`src/design/blr_pkg.sv`:
```
// Shared constants, codes and types of the line rasteriser.
package blr_pkg;

    localparam int COORD_BITS  = 11;
    localparam int STRIDE_BITS = 12;
    localparam int ADDR_BITS   = 22;
    localparam int COLOR_BITS  = 32;
    localparam int DTERM_BITS  = COORD_BITS + 3;
    localparam int PROD_BITS   = COORD_BITS + STRIDE_BITS;

    localparam logic [STRIDE_BITS-1:0] STRIDE_RESET = STRIDE_BITS'(640);

    localparam logic CMD_LOAD = 1'b0;
    localparam logic CMD_STEP = 1'b1;

    typedef logic [COORD_BITS-1:0]         coord_t;
    typedef logic [STRIDE_BITS-1:0]        stride_t;
    typedef logic [ADDR_BITS-1:0]          addr_t;
    typedef logic [COLOR_BITS-1:0]         color_t;
    typedef logic signed [DTERM_BITS-1:0]  dterm_t;

    typedef struct packed {
        logic   command;
        coord_t start_x;
        coord_t start_y;
        coord_t end_x;
        coord_t end_y;
        color_t line_color;
    } cmd_t;

    typedef struct packed {
        logic   pixel_valid;
        coord_t pixel_x;
        coord_t pixel_y;
        addr_t  pixel_address;
        color_t pixel_color;
        logic   last_pixel;
    } pix_t;

endpackage

```
`src/design/blr_cmd_if.sv`:
```
// Command channel interface: line loads and pixel requests.
interface blr_cmd_if;
    logic               valid;
    logic               ready;
    logic               command;
    blr_pkg::coord_t    start_x;
    blr_pkg::coord_t    start_y;
    blr_pkg::coord_t    end_x;
    blr_pkg::coord_t    end_y;
    blr_pkg::color_t    line_color;

    modport source (output valid, command, start_x, start_y, end_x, end_y, line_color,
                    input ready);
    modport sink   (input valid, command, start_x, start_y, end_x, end_y, line_color,
                    output ready);
endinterface

```
`src/design/blr_pix_if.sv`:
```
// Pixel channel interface: one rasterised pixel per transaction.
interface blr_pix_if;
    logic               valid;
    logic               ready;
    logic               pixel_valid;
    blr_pkg::coord_t    pixel_x;
    blr_pkg::coord_t    pixel_y;
    blr_pkg::addr_t     pixel_address;
    blr_pkg::color_t    pixel_color;
    logic               last_pixel;

    modport source (output valid, pixel_valid, pixel_x, pixel_y, pixel_address,
                    pixel_color, last_pixel, input ready);
    modport sink   (input valid, pixel_valid, pixel_x, pixel_y, pixel_address,
                    pixel_color, last_pixel, output ready);
endinterface

```
`src/design/blr_cfg_if.sv`:
```
// Configuration write channel interface carrying the row stride.
interface blr_cfg_if;
    logic               valid;
    logic               ready;
    blr_pkg::stride_t   line_stride;

    modport source (output valid, line_stride, input ready);
    modport sink   (input valid, line_stride, output ready);
endinterface

```
`src/design/blr_step.sv`:
```
// Line set-up, Bresenham stepping and pixel address generation.
module blr_step
(
    input  logic             clk,
    input  logic             rst_n,
    input  logic             fire,
    input  blr_pkg::cmd_t    cmd,
    input  blr_pkg::stride_t stride,
    output logic             push,
    output blr_pkg::pix_t    result
);

    localparam int DPAD = blr_pkg::DTERM_BITS - blr_pkg::COORD_BITS;

    logic             line_active_reg, line_active_next;
    logic             x_is_major_reg, x_is_major_next;
    blr_pkg::coord_t  cur_x_reg, cur_x_next;
    blr_pkg::coord_t  cur_y_reg, cur_y_next;
    blr_pkg::coord_t  major_end_reg, major_end_next;
    blr_pkg::dterm_t  decision_term_reg, decision_term_next;
    blr_pkg::coord_t  major_delta_reg, major_delta_next;
    blr_pkg::coord_t  minor_delta_reg, minor_delta_next;
    logic             minor_neg_reg, minor_neg_next;
    blr_pkg::color_t  held_color_reg, held_color_next;

    logic signed [blr_pkg::COORD_BITS:0] dx;
    logic signed [blr_pkg::COORD_BITS:0] dy;
    logic signed [blr_pkg::COORD_BITS:0] adx_w;
    logic signed [blr_pkg::COORD_BITS:0] ady_w;
    blr_pkg::coord_t  adx;
    blr_pkg::coord_t  ady;
    logic             ld_x_major;
    logic             swap_ends;
    blr_pkg::coord_t  ld_major;
    blr_pkg::coord_t  ld_minor;
    blr_pkg::coord_t  major_now;
    logic             last;
    logic [blr_pkg::PROD_BITS-1:0] product;
    blr_pkg::dterm_t  minor_ext;
    blr_pkg::dterm_t  major_ext;
    blr_pkg::coord_t  minor_stepped_y;
    blr_pkg::coord_t  minor_stepped_x;

    always_comb
    begin
        dx         = $signed({1'b0, cmd.end_x}) - $signed({1'b0, cmd.start_x});
        dy         = $signed({1'b0, cmd.end_y}) - $signed({1'b0, cmd.start_y});
        adx_w      = dx[blr_pkg::COORD_BITS] ? -dx : dx;
        ady_w      = dy[blr_pkg::COORD_BITS] ? -dy : dy;
        adx        = adx_w[blr_pkg::COORD_BITS-1:0];
        ady        = ady_w[blr_pkg::COORD_BITS-1:0];
        ld_x_major = adx > ady;
        swap_ends  = ld_x_major ? dx[blr_pkg::COORD_BITS] : dy[blr_pkg::COORD_BITS];
        ld_major   = ld_x_major ? adx : ady;
        ld_minor   = ld_x_major ? ady : adx;

        major_now  = x_is_major_reg ? cur_x_reg : cur_y_reg;
        last       = major_now == major_end_reg;
        product    = blr_pkg::PROD_BITS'(cur_y_reg) * blr_pkg::PROD_BITS'(stride);
        minor_ext  = blr_pkg::dterm_t'({{DPAD{1'b0}}, minor_delta_reg});
        major_ext  = blr_pkg::dterm_t'({{DPAD{1'b0}}, major_delta_reg});
        minor_stepped_y = minor_neg_reg ? cur_y_reg - 1'b1 : cur_y_reg + 1'b1;
        minor_stepped_x = minor_neg_reg ? cur_x_reg - 1'b1 : cur_x_reg + 1'b1;

        result               = '0;
        if (line_active_reg)
        begin
            result.pixel_valid   = 1'b1;
            result.pixel_x       = cur_x_reg;
            result.pixel_y       = cur_y_reg;
            result.pixel_address = blr_pkg::ADDR_BITS'(product
                                   + blr_pkg::PROD_BITS'(cur_x_reg));
            result.pixel_color   = held_color_reg;
            result.last_pixel    = last;
        end
        push = fire && (cmd.command == blr_pkg::CMD_STEP);

        line_active_next   = line_active_reg;
        x_is_major_next    = x_is_major_reg;
        cur_x_next         = cur_x_reg;
        cur_y_next         = cur_y_reg;
        major_end_next     = major_end_reg;
        decision_term_next = decision_term_reg;
        major_delta_next   = major_delta_reg;
        minor_delta_next   = minor_delta_reg;
        minor_neg_next     = minor_neg_reg;
        held_color_next    = held_color_reg;

        if (fire && (cmd.command == blr_pkg::CMD_LOAD))
        begin
            minor_neg_next     = !((dx > 0 && dy > 0) || (dx < 0 && dy < 0));
            x_is_major_next    = ld_x_major;
            major_delta_next   = ld_major;
            minor_delta_next   = ld_minor;
            if (ld_x_major)
                major_end_next = swap_ends ? cmd.start_x : cmd.end_x;
            else
                major_end_next = swap_ends ? cmd.start_y : cmd.end_y;
            cur_x_next         = swap_ends ? cmd.end_x : cmd.start_x;
            cur_y_next         = swap_ends ? cmd.end_y : cmd.start_y;
            decision_term_next = blr_pkg::dterm_t'({{(DPAD-1){1'b0}}, ld_minor, 1'b0})
                                 - blr_pkg::dterm_t'({{DPAD{1'b0}}, ld_major});
            held_color_next    = cmd.line_color;
            line_active_next   = 1'b1;
        end
        else if (push && line_active_reg)
        begin
            if (last)
                line_active_next = 1'b0;
            else
            begin
                if (x_is_major_reg)
                    cur_x_next = cur_x_reg + 1'b1;
                else
                    cur_y_next = cur_y_reg + 1'b1;
                if (decision_term_reg < 0)
                    decision_term_next = decision_term_reg + (minor_ext <<< 1);
                else
                begin
                    if (x_is_major_reg)
                        cur_y_next = minor_stepped_y;
                    else
                        cur_x_next = minor_stepped_x;
                    decision_term_next = decision_term_reg
                                         + ((minor_ext - major_ext) <<< 1);
                end
            end
        end
    end

    always_ff @(posedge clk or negedge rst_n)
    begin
        if (!rst_n)
        begin
            line_active_reg   <= 1'b0;
            x_is_major_reg    <= 1'b0;
            cur_x_reg         <= '0;
            cur_y_reg         <= '0;
            major_end_reg     <= '0;
            decision_term_reg <= '0;
            major_delta_reg   <= '0;
            minor_delta_reg   <= '0;
            minor_neg_reg     <= 1'b0;
            held_color_reg    <= '0;
        end
        else
        begin
            line_active_reg   <= line_active_next;
            x_is_major_reg    <= x_is_major_next;
            cur_x_reg         <= cur_x_next;
            cur_y_reg         <= cur_y_next;
            major_end_reg     <= major_end_next;
            decision_term_reg <= decision_term_next;
            major_delta_reg   <= major_delta_next;
            minor_delta_reg   <= minor_delta_next;
            minor_neg_reg     <= minor_neg_next;
            held_color_reg    <= held_color_next;
        end
    end

`ifndef SYNTHESIS
    a_last_ends_line: assert property (@(posedge clk) disable iff (!rst_n)
        (push && line_active_reg && last) |=> !line_active_reg)
        else $error("line still active after its final pixel");

    a_load_starts_line: assert property (@(posedge clk) disable iff (!rst_n)
        (fire && cmd.command == blr_pkg::CMD_LOAD) |=> line_active_reg)
        else $error("load did not start a line");

    a_major_advances: assert property (@(posedge clk) disable iff (!rst_n)
        (push && line_active_reg && !last && x_is_major_reg)
        |=> cur_x_reg == $past(cur_x_reg) + 1'b1)
        else $error("major coordinate did not advance by one");

    a_idle_result_blank: assert property (@(posedge clk) disable iff (!rst_n)
        !line_active_reg |-> result == '0)
        else $error("idle result is not blank");
`endif

endmodule

```
`src/design/blr_out_buf.sv`:
```
// Two-entry output buffer that decouples pixel generation from the receiver.
module blr_out_buf
(
    input  logic          clk,
    input  logic          rst_n,
    input  logic          push,
    input  blr_pkg::pix_t push_data,
    output logic          full,
    blr_pix_if.source     pix
);

    blr_pkg::pix_t buf_reg [2];
    logic          wr_ptr_reg, wr_ptr_next;
    logic          rd_ptr_reg, rd_ptr_next;
    logic [1:0]    count_reg, count_next;
    logic          pop;
    blr_pkg::pix_t head;

    always_comb
    begin
        full        = count_reg == 2'd2;
        pop         = pix.valid && pix.ready;
        wr_ptr_next = push ? !wr_ptr_reg : wr_ptr_reg;
        rd_ptr_next = pop ? !rd_ptr_reg : rd_ptr_reg;
        count_next  = count_reg + {1'b0, push} - {1'b0, pop};
        head        = buf_reg[rd_ptr_reg];

        pix.valid         = count_reg != 2'd0;
        pix.pixel_valid   = head.pixel_valid;
        pix.pixel_x       = head.pixel_x;
        pix.pixel_y       = head.pixel_y;
        pix.pixel_address = head.pixel_address;
        pix.pixel_color   = head.pixel_color;
        pix.last_pixel    = head.last_pixel;
    end

    always_ff @(posedge clk)
    begin
        if (push)
            buf_reg[wr_ptr_reg] <= push_data;
    end

    always_ff @(posedge clk or negedge rst_n)
    begin
        if (!rst_n)
        begin
            wr_ptr_reg <= 1'b0;
            rd_ptr_reg <= 1'b0;
            count_reg  <= 2'd0;
        end
        else
        begin
            wr_ptr_reg <= wr_ptr_next;
            rd_ptr_reg <= rd_ptr_next;
            count_reg  <= count_next;
        end
    end

`ifndef SYNTHESIS
    a_no_push_when_full: assert property (@(posedge clk) disable iff (!rst_n)
        full |-> !push)
        else $error("push into a full output buffer");

    a_count_bounded: assert property (@(posedge clk) disable iff (!rst_n)
        count_reg != 2'd3)
        else $error("output buffer count out of range");

    a_count_tracks_ptrs: assert property (@(posedge clk) disable iff (!rst_n)
        (count_reg == 2'd1) |-> (wr_ptr_reg != rd_ptr_reg))
        else $error("output buffer pointers disagree with count");
`endif

endmodule

```
`src/design/bresenham_line_rasterizer.sv`:
```
// Top level of the Bresenham line rasteriser.
// A transaction on cmd with command = 0 loads a line: two endpoints and a
// colour. It gives no pixel. A transaction with command = 1 requests the next
// pixel of the active line; it gives exactly one transaction on pix, carrying
// x, y, colour, the word offset y * stride + x (modulo 2^22) and last_pixel on
// the final pixel. A request while no line is active gives a pix transaction
// with every field zero, pixel_valid included.
// cfg writes the row stride; cfg is always ready and the stride applies to
// requests accepted after the write.
// A requested pixel is written into the output buffer and offered on pix
// from there. Throughput: one cmd transaction per cycle while the buffer is
// not full; each step is one add and compare plus an 11 x 12 multiply for
// the address, all between the line state registers and the output buffer.
// When pix stalls, the buffer holds up to two pixels and cmd stays ready until
// it is full, so a load can still be taken behind a waiting pixel.
// Reset: no line active, stride 640, output buffer empty.
module bresenham_line_rasterizer
(
    input  logic      clk,
    input  logic      rst_n,
    blr_cmd_if.sink   cmd,
    blr_cfg_if.sink   cfg,
    blr_pix_if.source pix
);

    blr_pkg::stride_t stride_reg;
    blr_pkg::cmd_t    cmd_data;
    blr_pkg::pix_t    result;
    logic             fire;
    logic             push;
    logic             full;

    always_comb
    begin
        cmd.ready           = !full;
        cfg.ready           = 1'b1;
        fire                = cmd.valid && cmd.ready;
        cmd_data.command    = cmd.command;
        cmd_data.start_x    = cmd.start_x;
        cmd_data.start_y    = cmd.start_y;
        cmd_data.end_x      = cmd.end_x;
        cmd_data.end_y      = cmd.end_y;
        cmd_data.line_color = cmd.line_color;
    end

    always_ff @(posedge clk or negedge rst_n)
    begin
        if (!rst_n)
            stride_reg <= blr_pkg::STRIDE_RESET;
        else if (cfg.valid && cfg.ready)
            stride_reg <= cfg.line_stride;
    end

    blr_step u_step
    (
        .clk    (clk),
        .rst_n  (rst_n),
        .fire   (fire),
        .cmd    (cmd_data),
        .stride (stride_reg),
        .push   (push),
        .result (result)
    );

    blr_out_buf u_out_buf
    (
        .clk       (clk),
        .rst_n     (rst_n),
        .push      (push),
        .push_data (result),
        .full      (full),
        .pix       (pix)
    );

endmodule

```
`src/flat_wrapper.sv`:
```
// flat-port wrapper written by rule: the top's interface ports become plain ports
module bresenham_line_rasterizer_flat 
  (clk, rst_n, cmd_valid, cmd_command, cmd_start_x, cmd_start_y, cmd_end_x, cmd_end_y, cmd_line_color, cmd_ready, cfg_valid, cfg_line_stride, cfg_ready, pix_valid, pix_pixel_valid, pix_pixel_x, pix_pixel_y, pix_pixel_address, pix_pixel_color, pix_last_pixel, pix_ready);
  blr_cmd_if cmd_i ();
  blr_cfg_if cfg_i ();
  blr_pix_if pix_i ();
  input  logic clk;
  input  logic rst_n;
  input wire logic [$bits(cmd_i.valid)-1:0] cmd_valid;
  input wire logic [$bits(cmd_i.command)-1:0] cmd_command;
  input wire logic [$bits(cmd_i.start_x)-1:0] cmd_start_x;
  input wire logic [$bits(cmd_i.start_y)-1:0] cmd_start_y;
  input wire logic [$bits(cmd_i.end_x)-1:0] cmd_end_x;
  input wire logic [$bits(cmd_i.end_y)-1:0] cmd_end_y;
  input wire logic [$bits(cmd_i.line_color)-1:0] cmd_line_color;
  output wire logic [$bits(cmd_i.ready)-1:0] cmd_ready;
  input wire logic [$bits(cfg_i.valid)-1:0] cfg_valid;
  input wire logic [$bits(cfg_i.line_stride)-1:0] cfg_line_stride;
  output wire logic [$bits(cfg_i.ready)-1:0] cfg_ready;
  output wire logic [$bits(pix_i.valid)-1:0] pix_valid;
  output wire logic [$bits(pix_i.pixel_valid)-1:0] pix_pixel_valid;
  output wire logic [$bits(pix_i.pixel_x)-1:0] pix_pixel_x;
  output wire logic [$bits(pix_i.pixel_y)-1:0] pix_pixel_y;
  output wire logic [$bits(pix_i.pixel_address)-1:0] pix_pixel_address;
  output wire logic [$bits(pix_i.pixel_color)-1:0] pix_pixel_color;
  output wire logic [$bits(pix_i.last_pixel)-1:0] pix_last_pixel;
  input wire logic [$bits(pix_i.ready)-1:0] pix_ready;
  assign cmd_i.valid = cmd_valid;
  assign cmd_i.command = cmd_command;
  assign cmd_i.start_x = cmd_start_x;
  assign cmd_i.start_y = cmd_start_y;
  assign cmd_i.end_x = cmd_end_x;
  assign cmd_i.end_y = cmd_end_y;
  assign cmd_i.line_color = cmd_line_color;
  assign cmd_ready = cmd_i.ready;
  assign cfg_i.valid = cfg_valid;
  assign cfg_i.line_stride = cfg_line_stride;
  assign cfg_ready = cfg_i.ready;
  assign pix_valid = pix_i.valid;
  assign pix_pixel_valid = pix_i.pixel_valid;
  assign pix_pixel_x = pix_i.pixel_x;
  assign pix_pixel_y = pix_i.pixel_y;
  assign pix_pixel_address = pix_i.pixel_address;
  assign pix_pixel_color = pix_i.pixel_color;
  assign pix_last_pixel = pix_i.last_pixel;
  assign pix_i.ready = pix_ready;
  bresenham_line_rasterizer u_core (.clk(clk), .rst_n(rst_n), .cmd(cmd_i), .cfg(cfg_i), .pix(pix_i));
endmodule
```
`config.mk`:
```
export PLATFORM = sky130hd
export DESIGN_NAME = bresenham_line_rasterizer_flat
export DESIGN_NICKNAME = d
export VERILOG_FILES = /design/src/design/blr_pkg.sv /design/src/design/blr_cmd_if.sv /design/src/design/blr_pix_if.sv /design/src/design/blr_cfg_if.sv /design/src/design/blr_step.sv /design/src/design/blr_out_buf.sv /design/src/design/bresenham_line_rasterizer.sv /design/src/flat_wrapper.sv
export SDC_FILE = /design/constraint.sdc
export NUM_CORES = 1
export LEC_CHECK = 0
export ABC_AREA = 0
export BUFFER_PORTS_ARGS = -buffer_cell sky130_fd_sc_hd__buf_2
export CAP_MARGIN = 5
export CORE_MARGIN = 2
export CORE_UTILIZATION = 45
export CTS_BUF_LIST = sky130_fd_sc_hd__clkbuf_8
export DETAILED_ROUTE_END_ITERATION = 7
export GPL_TIMING_DRIVEN = 1
export PLACE_DENSITY = 0.65
export RECOVER_POWER = 25
export SLEW_MARGIN = 20
export SYNTH_ARGS = -nofsm -noshare
export SYNTH_HDL_FRONTEND = slang
export SYNTH_SLANG_ARGS = --single-unit
```
`constraint.sdc`:
```
create_clock -name clk -period 6.3 [get_ports clk]
set_clock_uncertainty 0.2 [all_clocks]
set_input_delay 0.315 -clock clk [delete_from_list [all_inputs] [get_ports clk]]
set_output_delay 0.315 -clock clk [all_outputs]
set_load 0.02 [all_outputs]
```
After elaboration in Yosys (flattened, before gate mapping)
Memory sizes are Yosys's and may differ from the RTL's.
Cells that the tools add are included.
{"block": "totals", "out_inout_bits": 81, "mem_bits_rw": 156, "ff_bits": 120, "n_memories": 1, "word_cells": 93, "in_bits": 94}
{"memory": "u_core.u_out_buf.buf_reg", "depth": 2, "width": 78, "rd": 1, "rd_ports_with_merged_regs": 0, "wr": 1, "line": "blr_out_buf.sv:12", "text": "blr_pkg::pix_t buf_reg [2];"}
{"block": "op_classes", "n_addsub": 15, "mul": 1, "bitwise_logic": 1, "muxes": 35, "eq_ne": 3, "n_reduce_logical": 17, "magnitude_cmp": 6}
{"op": "11-bit 2-to-1 mux", "n": 24}
{"op": "78-bit 2-to-1 mux", "n": 1}
{"op": "14-bit 2-to-1 mux", "n": 4}
{"op": "11-bit by 11-bit subtractor with 12-bit output", "n": 3}
{"op": "14-bit by 13-bit adder with 14-bit output", "n": 2}
{"op": "12-bit by 1-bit > comparator with 1-bit output, second input constant", "n": 2}
{"op": "12-bit by 1-bit < comparator with 1-bit output, second input constant", "n": 2}
{"op": "11-bit by 1-bit adder with 11-bit output, second input constant", "n": 2}
{"op": "22-bit by 11-bit adder with 22-bit output", "n": 1}
{"op": "11-bit by 12-bit multiplier with 22-bit output", "n": 1}
{"op": "11-bit negation", "n": 2}
{"op": "11-bit by 1-bit subtractor with 11-bit output, second input constant", "n": 2}
{"op": "14-bit by 1-bit < comparator with 1-bit output, second input constant", "n": 1}
{"op": "12-bit by 11-bit subtractor with 13-bit output", "n": 1}
{"op": "11-bit == test", "n": 1}
{"op": "11-bit > comparator", "n": 1}
{"op": "1-bit logical AND", "n": 7}
{"op": "1-bit 2-to-1 mux", "n": 6}
{"op": "2-bit nonzero test", "n": 3}
{"op": "1-bit logical NOT", "n": 4}
{"op": "2-bit AND reduction", "n": 2}
{"op": "2-bit by 1-bit adder with 2-bit output", "n": 1}
{"op": "2-bit == test, second input constant", "n": 1}
{"op": "2-bit by 1-bit != test with 1-bit output, second input constant", "n": 1}
{"op": "other kinds (3)", "n": 3}

Longest topological paths before layout
{"block": "depth", "depth_word": 7, "ltp_mapped": 38, "mapped_depth_nobuf": 35}

Modules after synthesis
Synthesis repeated with hierarchy kept, for this count alone.
{"block": "unflattened", "cells_unflattened": 2066, "hier_area_um2": 20230.7}
{"module": "blr_step", "n_inst": 1, "cells_per_inst": 1777, "area_per_inst_um2": 13858.3, "seq_area_each_um2": 2577.5}
{"module": "blr_out_buf", "n_inst": 1, "cells_per_inst": 260, "area_per_inst_um2": 5864.4, "seq_area_each_um2": 4784.6}
{"module": "bresenham_line_rasterizer", "n_inst": 1, "cells_per_inst": 29, "area_per_inst_um2": 508.0, "seq_area_each_um2": 302.8}

Worst setup path before layout
Ideal clock, no wire load.
{"block": "synth_timing", "path_kind": "input -> register", "startpoint": "input cmd_start_x[3]", "endpoint": "register u_core.u_step.decision_term_reg[13]", "cell_stages": 37, "path_slack_ns": -0.576, "setup_ns": 0.077, "required_time_ns": 6.023, "n_path_buf": 4, "t_arrival_ns": 6.599, "cell_sequence": "inv_1 -> ha_1 -> clkbuf_1 -> a21o_1 -> a21oi_1 -> a21oi_1 -> nand3b_1 -> a21boi_0 -> clkbuf_1 -> o21ai_0 -> ha_1 -> nor2b_1 -> o21a_1 -> o21ai_0 -> nand2b_1 -> a21oi_1 -> o21ai_0 -> a21oi_1 -> maj3_1 -> a21oi_2 -> buf_2 -> buf_2 -> a21oi_1 -> ha_1 -> nor2b_1 -> o21ai_0 -> a21boi_0 -> o21ai_0 -> a21boi_0 -> o21ai_0 -> a21boi_0 -> o21a_1 -> o21ai_0 -> a31o_2 -> nor3_1 -> or2_2 -> a21oi_1"}
{"block": "synth_via", "elab_chain_len": 7, "elab_cells_between_ends": 8, "cone_classes": "3 x add/sub; 1 x order compare; 4 x mux"}
{"item": "from (decl)", "line": "flat_wrapper.sv:11", "text": "input wire logic [$bits(cmd_i.start_x)-1:0] cmd_start_x;"}
{"item": "11-bit by 11-bit subtractor with 12-bit output *", "line": "blr_step.sv:46", "text": "dx = $signed({1'b0, cmd.end_x}) - $signed({1'b0, cmd.start_x});"}
{"item": "11-bit negation", "line": "blr_step.sv:48", "text": "adx_w = dx[blr_pkg::COORD_BITS] ? -dx : dx;"}
{"item": "11-bit 2-to-1 mux *", "line": "blr_step.sv:48"}
{"item": "11-bit > comparator", "line": "blr_step.sv:52", "text": "ld_x_major = adx > ady;"}
{"item": "11-bit 2-to-1 mux *", "line": "blr_step.sv:55", "text": "ld_minor = ld_x_major ? ady : adx;"}
{"item": "via u_core.u_step.ld_minor[1]", "line": "blr_step.sv:35", "text": "blr_pkg::coord_t ld_minor;"}
{"item": "12-bit by 11-bit subtractor with 13-bit output *", "line": "blr_step.sv:102", "text": "- blr_pkg::dterm_t'({{DPAD{1'b0}}, ld_major});"}
{"item": "14-bit 2-to-1 mux *", "line": "blr_step.sv:89", "text": "if (fire && (cmd.command == blr_pkg::CMD_LOAD))"}
{"item": "to (signal assigned)", "line": "blr_step.sv:153", "text": "decision_term_reg <= decision_term_next;"}
{"item": "to (decl)", "line": "blr_step.sv:20", "text": "blr_pkg::dterm_t decision_term_reg, decision_term_next;"}
The timed path passes the listed nets; every way through them passes the cells marked *.
A chain may end at the register's enable or synchronous reset.

Worst setup path in the final report
{"block": "layout_timing", "startpoint": "input cmd_start_y[5]", "endpoint": "register u_core.u_step.decision_term_reg[13]"}
{"block": "layout_via", "elab_chain_len": 7, "elab_cells_between_ends": 8, "cone_classes": "3 x add/sub; 1 x order compare; 4 x mux"}
{"item": "from (decl)", "line": "flat_wrapper.sv:12", "text": "input wire logic [$bits(cmd_i.start_y)-1:0] cmd_start_y;"}
{"item": "11-bit by 11-bit subtractor with 12-bit output *", "line": "blr_step.sv:47", "text": "dy = $signed({1'b0, cmd.end_y}) - $signed({1'b0, cmd.start_y});"}
{"item": "11-bit negation", "line": "blr_step.sv:49", "text": "ady_w = dy[blr_pkg::COORD_BITS] ? -dy : dy;"}
{"item": "11-bit 2-to-1 mux *", "line": "blr_step.sv:49"}
{"item": "11-bit > comparator", "line": "blr_step.sv:52"}
{"item": "11-bit 2-to-1 mux (on tied branches)", "line": "blr_step.sv:55, blr_step.sv:54"}
{"item": "12-bit by 11-bit subtractor with 13-bit output *", "line": "blr_step.sv:102"}
{"item": "14-bit 2-to-1 mux *", "line": "blr_step.sv:89"}
Mark *: on every way between the ends. The rest lies on a longest branch, timed or not.

==> impl_metrics.json <==
{
  "fin_cells": 3053,
  "reg2reg_from": "u_core.stride_reg[3]",
  "synth_mux_area_share_pct": 7.40,
  "syn_area_um2": 20100,
  "cts_root_buffer": "clkbuf_8",
  "multi_input_area_um2": 11500,
  "grt_pass1_vias": 16500,
  "grt_max_degree": 76,
  "synth_compound_area_share_pct": 10.9,
  "synth_nets": 2395,
  "grt_pass1_wl_um": 84600,
  "vias_per_cell": 5.29,
  "dpl_worst_slack_ns": -0.385,
  "ys_seq_area_share_pct": 38.1,
  "synth_edf_count": 156,
  "hold_viol_final": 0,
  "cp-end-kind": "flop",
  "wl_per_cell_um": 17.0,
  "fin_crit_ns": 6.10,
  "hp-class": "primary input to flop",
  "setup_viol": 0,
  "crit_arrival_ns": 6.36,
  "hpwlAfterDp_um": 38200,
  "drtIter0Drc": 1224,
  "async_flop_share_pct": 43.3,
  "drcViolationCount": 0,
  "clock_path_buffers": 3,
  "slowest_stage": "dlygate4sd3_1",
  "dr.pass1.iters": 8,
  "ys_ff_latch": 275,
  "port_buffers": 173,
  "violations": "capacitance limit, slew limit",
  "synthSimpleGateAreaFrac_pct": 15.0,
  "final_antenna_net_count": 0,
  "relSlewSlack_pct": -192,
  "required_ns": 6.57,
  "rsz0062_at_grt": "yes",
  "maxCapViolCount": 2,
  "path_class": "primary input to flop",
  "whs_path_depth": 5,
  "num_rows": 77,
  "max_stage_delay_ns": 0.53,
  "dr_total_vias": 16100,
  "fillers": 3893,
  "dp_cells": 2893,
  "regArea_um2": 7670,
  "dieWidth_um": 215,
  "setup_ws_ns": 0.205,
  "cts_tree": "built",
  "path_clk_slew_ns": 0.06,
  "min_from": "cmd_end_x[6]",
  "hold_end": "u_core.u_step.major_end_reg[6]",
  "reg2regPathDepth": 19,
  "die_height_um": 215,
  "wl_um": 51900,
  "cts_made_buffers": 45,
  "clk_latency_ns": 0.60,
  "yosysWarnings": 0,
  "syn_avg_cell_area_um2": 9.75,
  "synthCells": 2062,
  "drive_gt1_share_pct": 22.8,
  "r2r-end": "u_core.u_out_buf.buf_reg[1][54]",
  "cts.sinks": 275,
  "cts_max_level": 2,
  "synth_top_family_by_area": "adder cells",
  "start_util_pct": 45.5,
  "reg2reg_slack_ns": 0.25,
  "maxSlewViolCount": 124,
  "worst_pin_slew_ns": 4.38,
  "synth_top_flop_cell": "edfxtp_1",
  "largest_reg_flops": 156,
  "fp.dieArea_um2": 46400,
  "syn_to_final_growth_pct": 22.1,
  "cp_max_fo": 6,
  "status": "complete, but fails checks",
  "antenna_found_initial": 1,
  "synthXorXnorAreaFrac_pct": 3.88,
  "max_freq_mhz": 164,
  "coreArea_um2": 44100,
  "synthDistinctLibCells": 75,
  "finalCritPeriodShare_pct": 96.7,
  "synth_fa_ha_area_share_pct": 18.8,
  "nets": 2760,
  "pin_count": 175,
  "overflow": 0,
  "startpoint_type": "primary input",
  "hold_ws_ns": 0.0403,
  "diodes": 0,
  "grt_use_total_pct": 22.5,
  "gp_congestion": 0.936
}
[cells by family (layout without fill, tap and decap cells)]
| family | count (synthesis) | after routing |
|---|---|---|
| adders and majority gates | 240 | 240 |
| other | 1 | 1 |
| DFF | 275 | 275 |
| AOI/OAI and AO/OA | 349 | 349 |
| muxes | 135 | 135 |
| buffers and inverters | 311 | 710 |
| and+or+nand+nor | 662 | 662 |
| xor gates and xnor gates | 89 | 89 |
[synth_stat cells (38+ instances only)]
cell / instances / area (um2)
and2_1: 94 / 588
clkbuf_1: 93 / 349
a21oi_1: 87 / 435
ha_1: 135 / 1690
nor2_1: 98 / 368
mux2_2: 95 / 1070
fa_1: 104 / 2080
mux2i_1: 38 / 380
nand2_1: 346 / 1300
edfxtp_1: 156 / 4680
xnor2_1: 64 / 561
o21ai_0: 117 / 586
inv_1: 199 / 747
dfrtp_1: 117 / 2930
[metrics by stage]
step	instance area, um2	TNS, ns	utilization, %
2_1_floorplan	20200	0	-
3_3_place_gp	22700	-0.618	51.4
3_5_place_dp	22700	-0.996	51.4
4_1_cts	24400	0	55.2
5_1_grt	24500	-0.464	55.6
6_report	24500	0	55.6
[how the worst max path moves through the flow]
stage | startpoint | to | slack (ns)
floorplan | cmd_end_x[0] | u_core.u_step.decision_term_reg[13] | 0.002
global placement | cmd_start_x[2] | u_core.u_step.decision_term_reg[13] | -0.34
detailed placement | cmd_start_x[2] | u_core.u_step.decision_term_reg[13] | -0.39
CTS | cmd_start_x[5] | u_core.u_step.decision_term_reg[13] | 0.03
global route | cmd_start_x[7] | u_core.u_step.decision_term_reg[13] | -0.17
finish | cmd_start_y[5] | u_core.u_step.decision_term_reg[13] | 0.20
[area by class of cell]
type,instances,share of cell area [%]
multi-input cells,1476,46.8
flip-flops and latches,275,31.3
repair buffers,429,12.0
inverters,200,3.06
well taps,592,3.02
clock buffers,46,2.58
clock inverters,35,1.30
[routing by layer]
metal	track usage (%)	share of wire [%]	vias to the layer above
met5	0	0.025	-
met4	6.80	2.5	2
met1	31.5	45	7849
met3	3.21	5.8	95
met2	36.5	46	476
li1	-	-	7715
[worst max-delay path: cells and delay by family]
kind	cells	cell delay, ns
compound gates	15	2.28
xor+xnor	2	0.26
fa+ha+maj	4	1.35
buf+inv	3	0.73
mux	1	0.33
simple gates	8	1.07
[placed cells by master (no fill, tap or decap), drive strengths merged, types with 14 or more instances in the layout]
cell,n
nand2,346
buf,345
inv,217
edfxtp,156
ha,135
o21ai,120
dfrtp,117
fa,104
nor2,98
mux2,96
and2,94
a21oi,88
dlygate4sd3,75
xnor2,64
clkbuf,55
mux2i,39
xor2,25
nor3,25
nand3,20
a21o,20
nand2b,14
o221ai,14
[repair_timing]
action                                  4_1_cts  5_1_grt
hold endpoints to repair                    131        0
endpoints found under the setup margin        0       19
gates resized for setup                       0       39
buffers inserted                              0        4
hold buffers                                 75        0
Power is not shown: default switching activity piles up to over one toggle a cycle in this logic, so the estimate is an artifact.
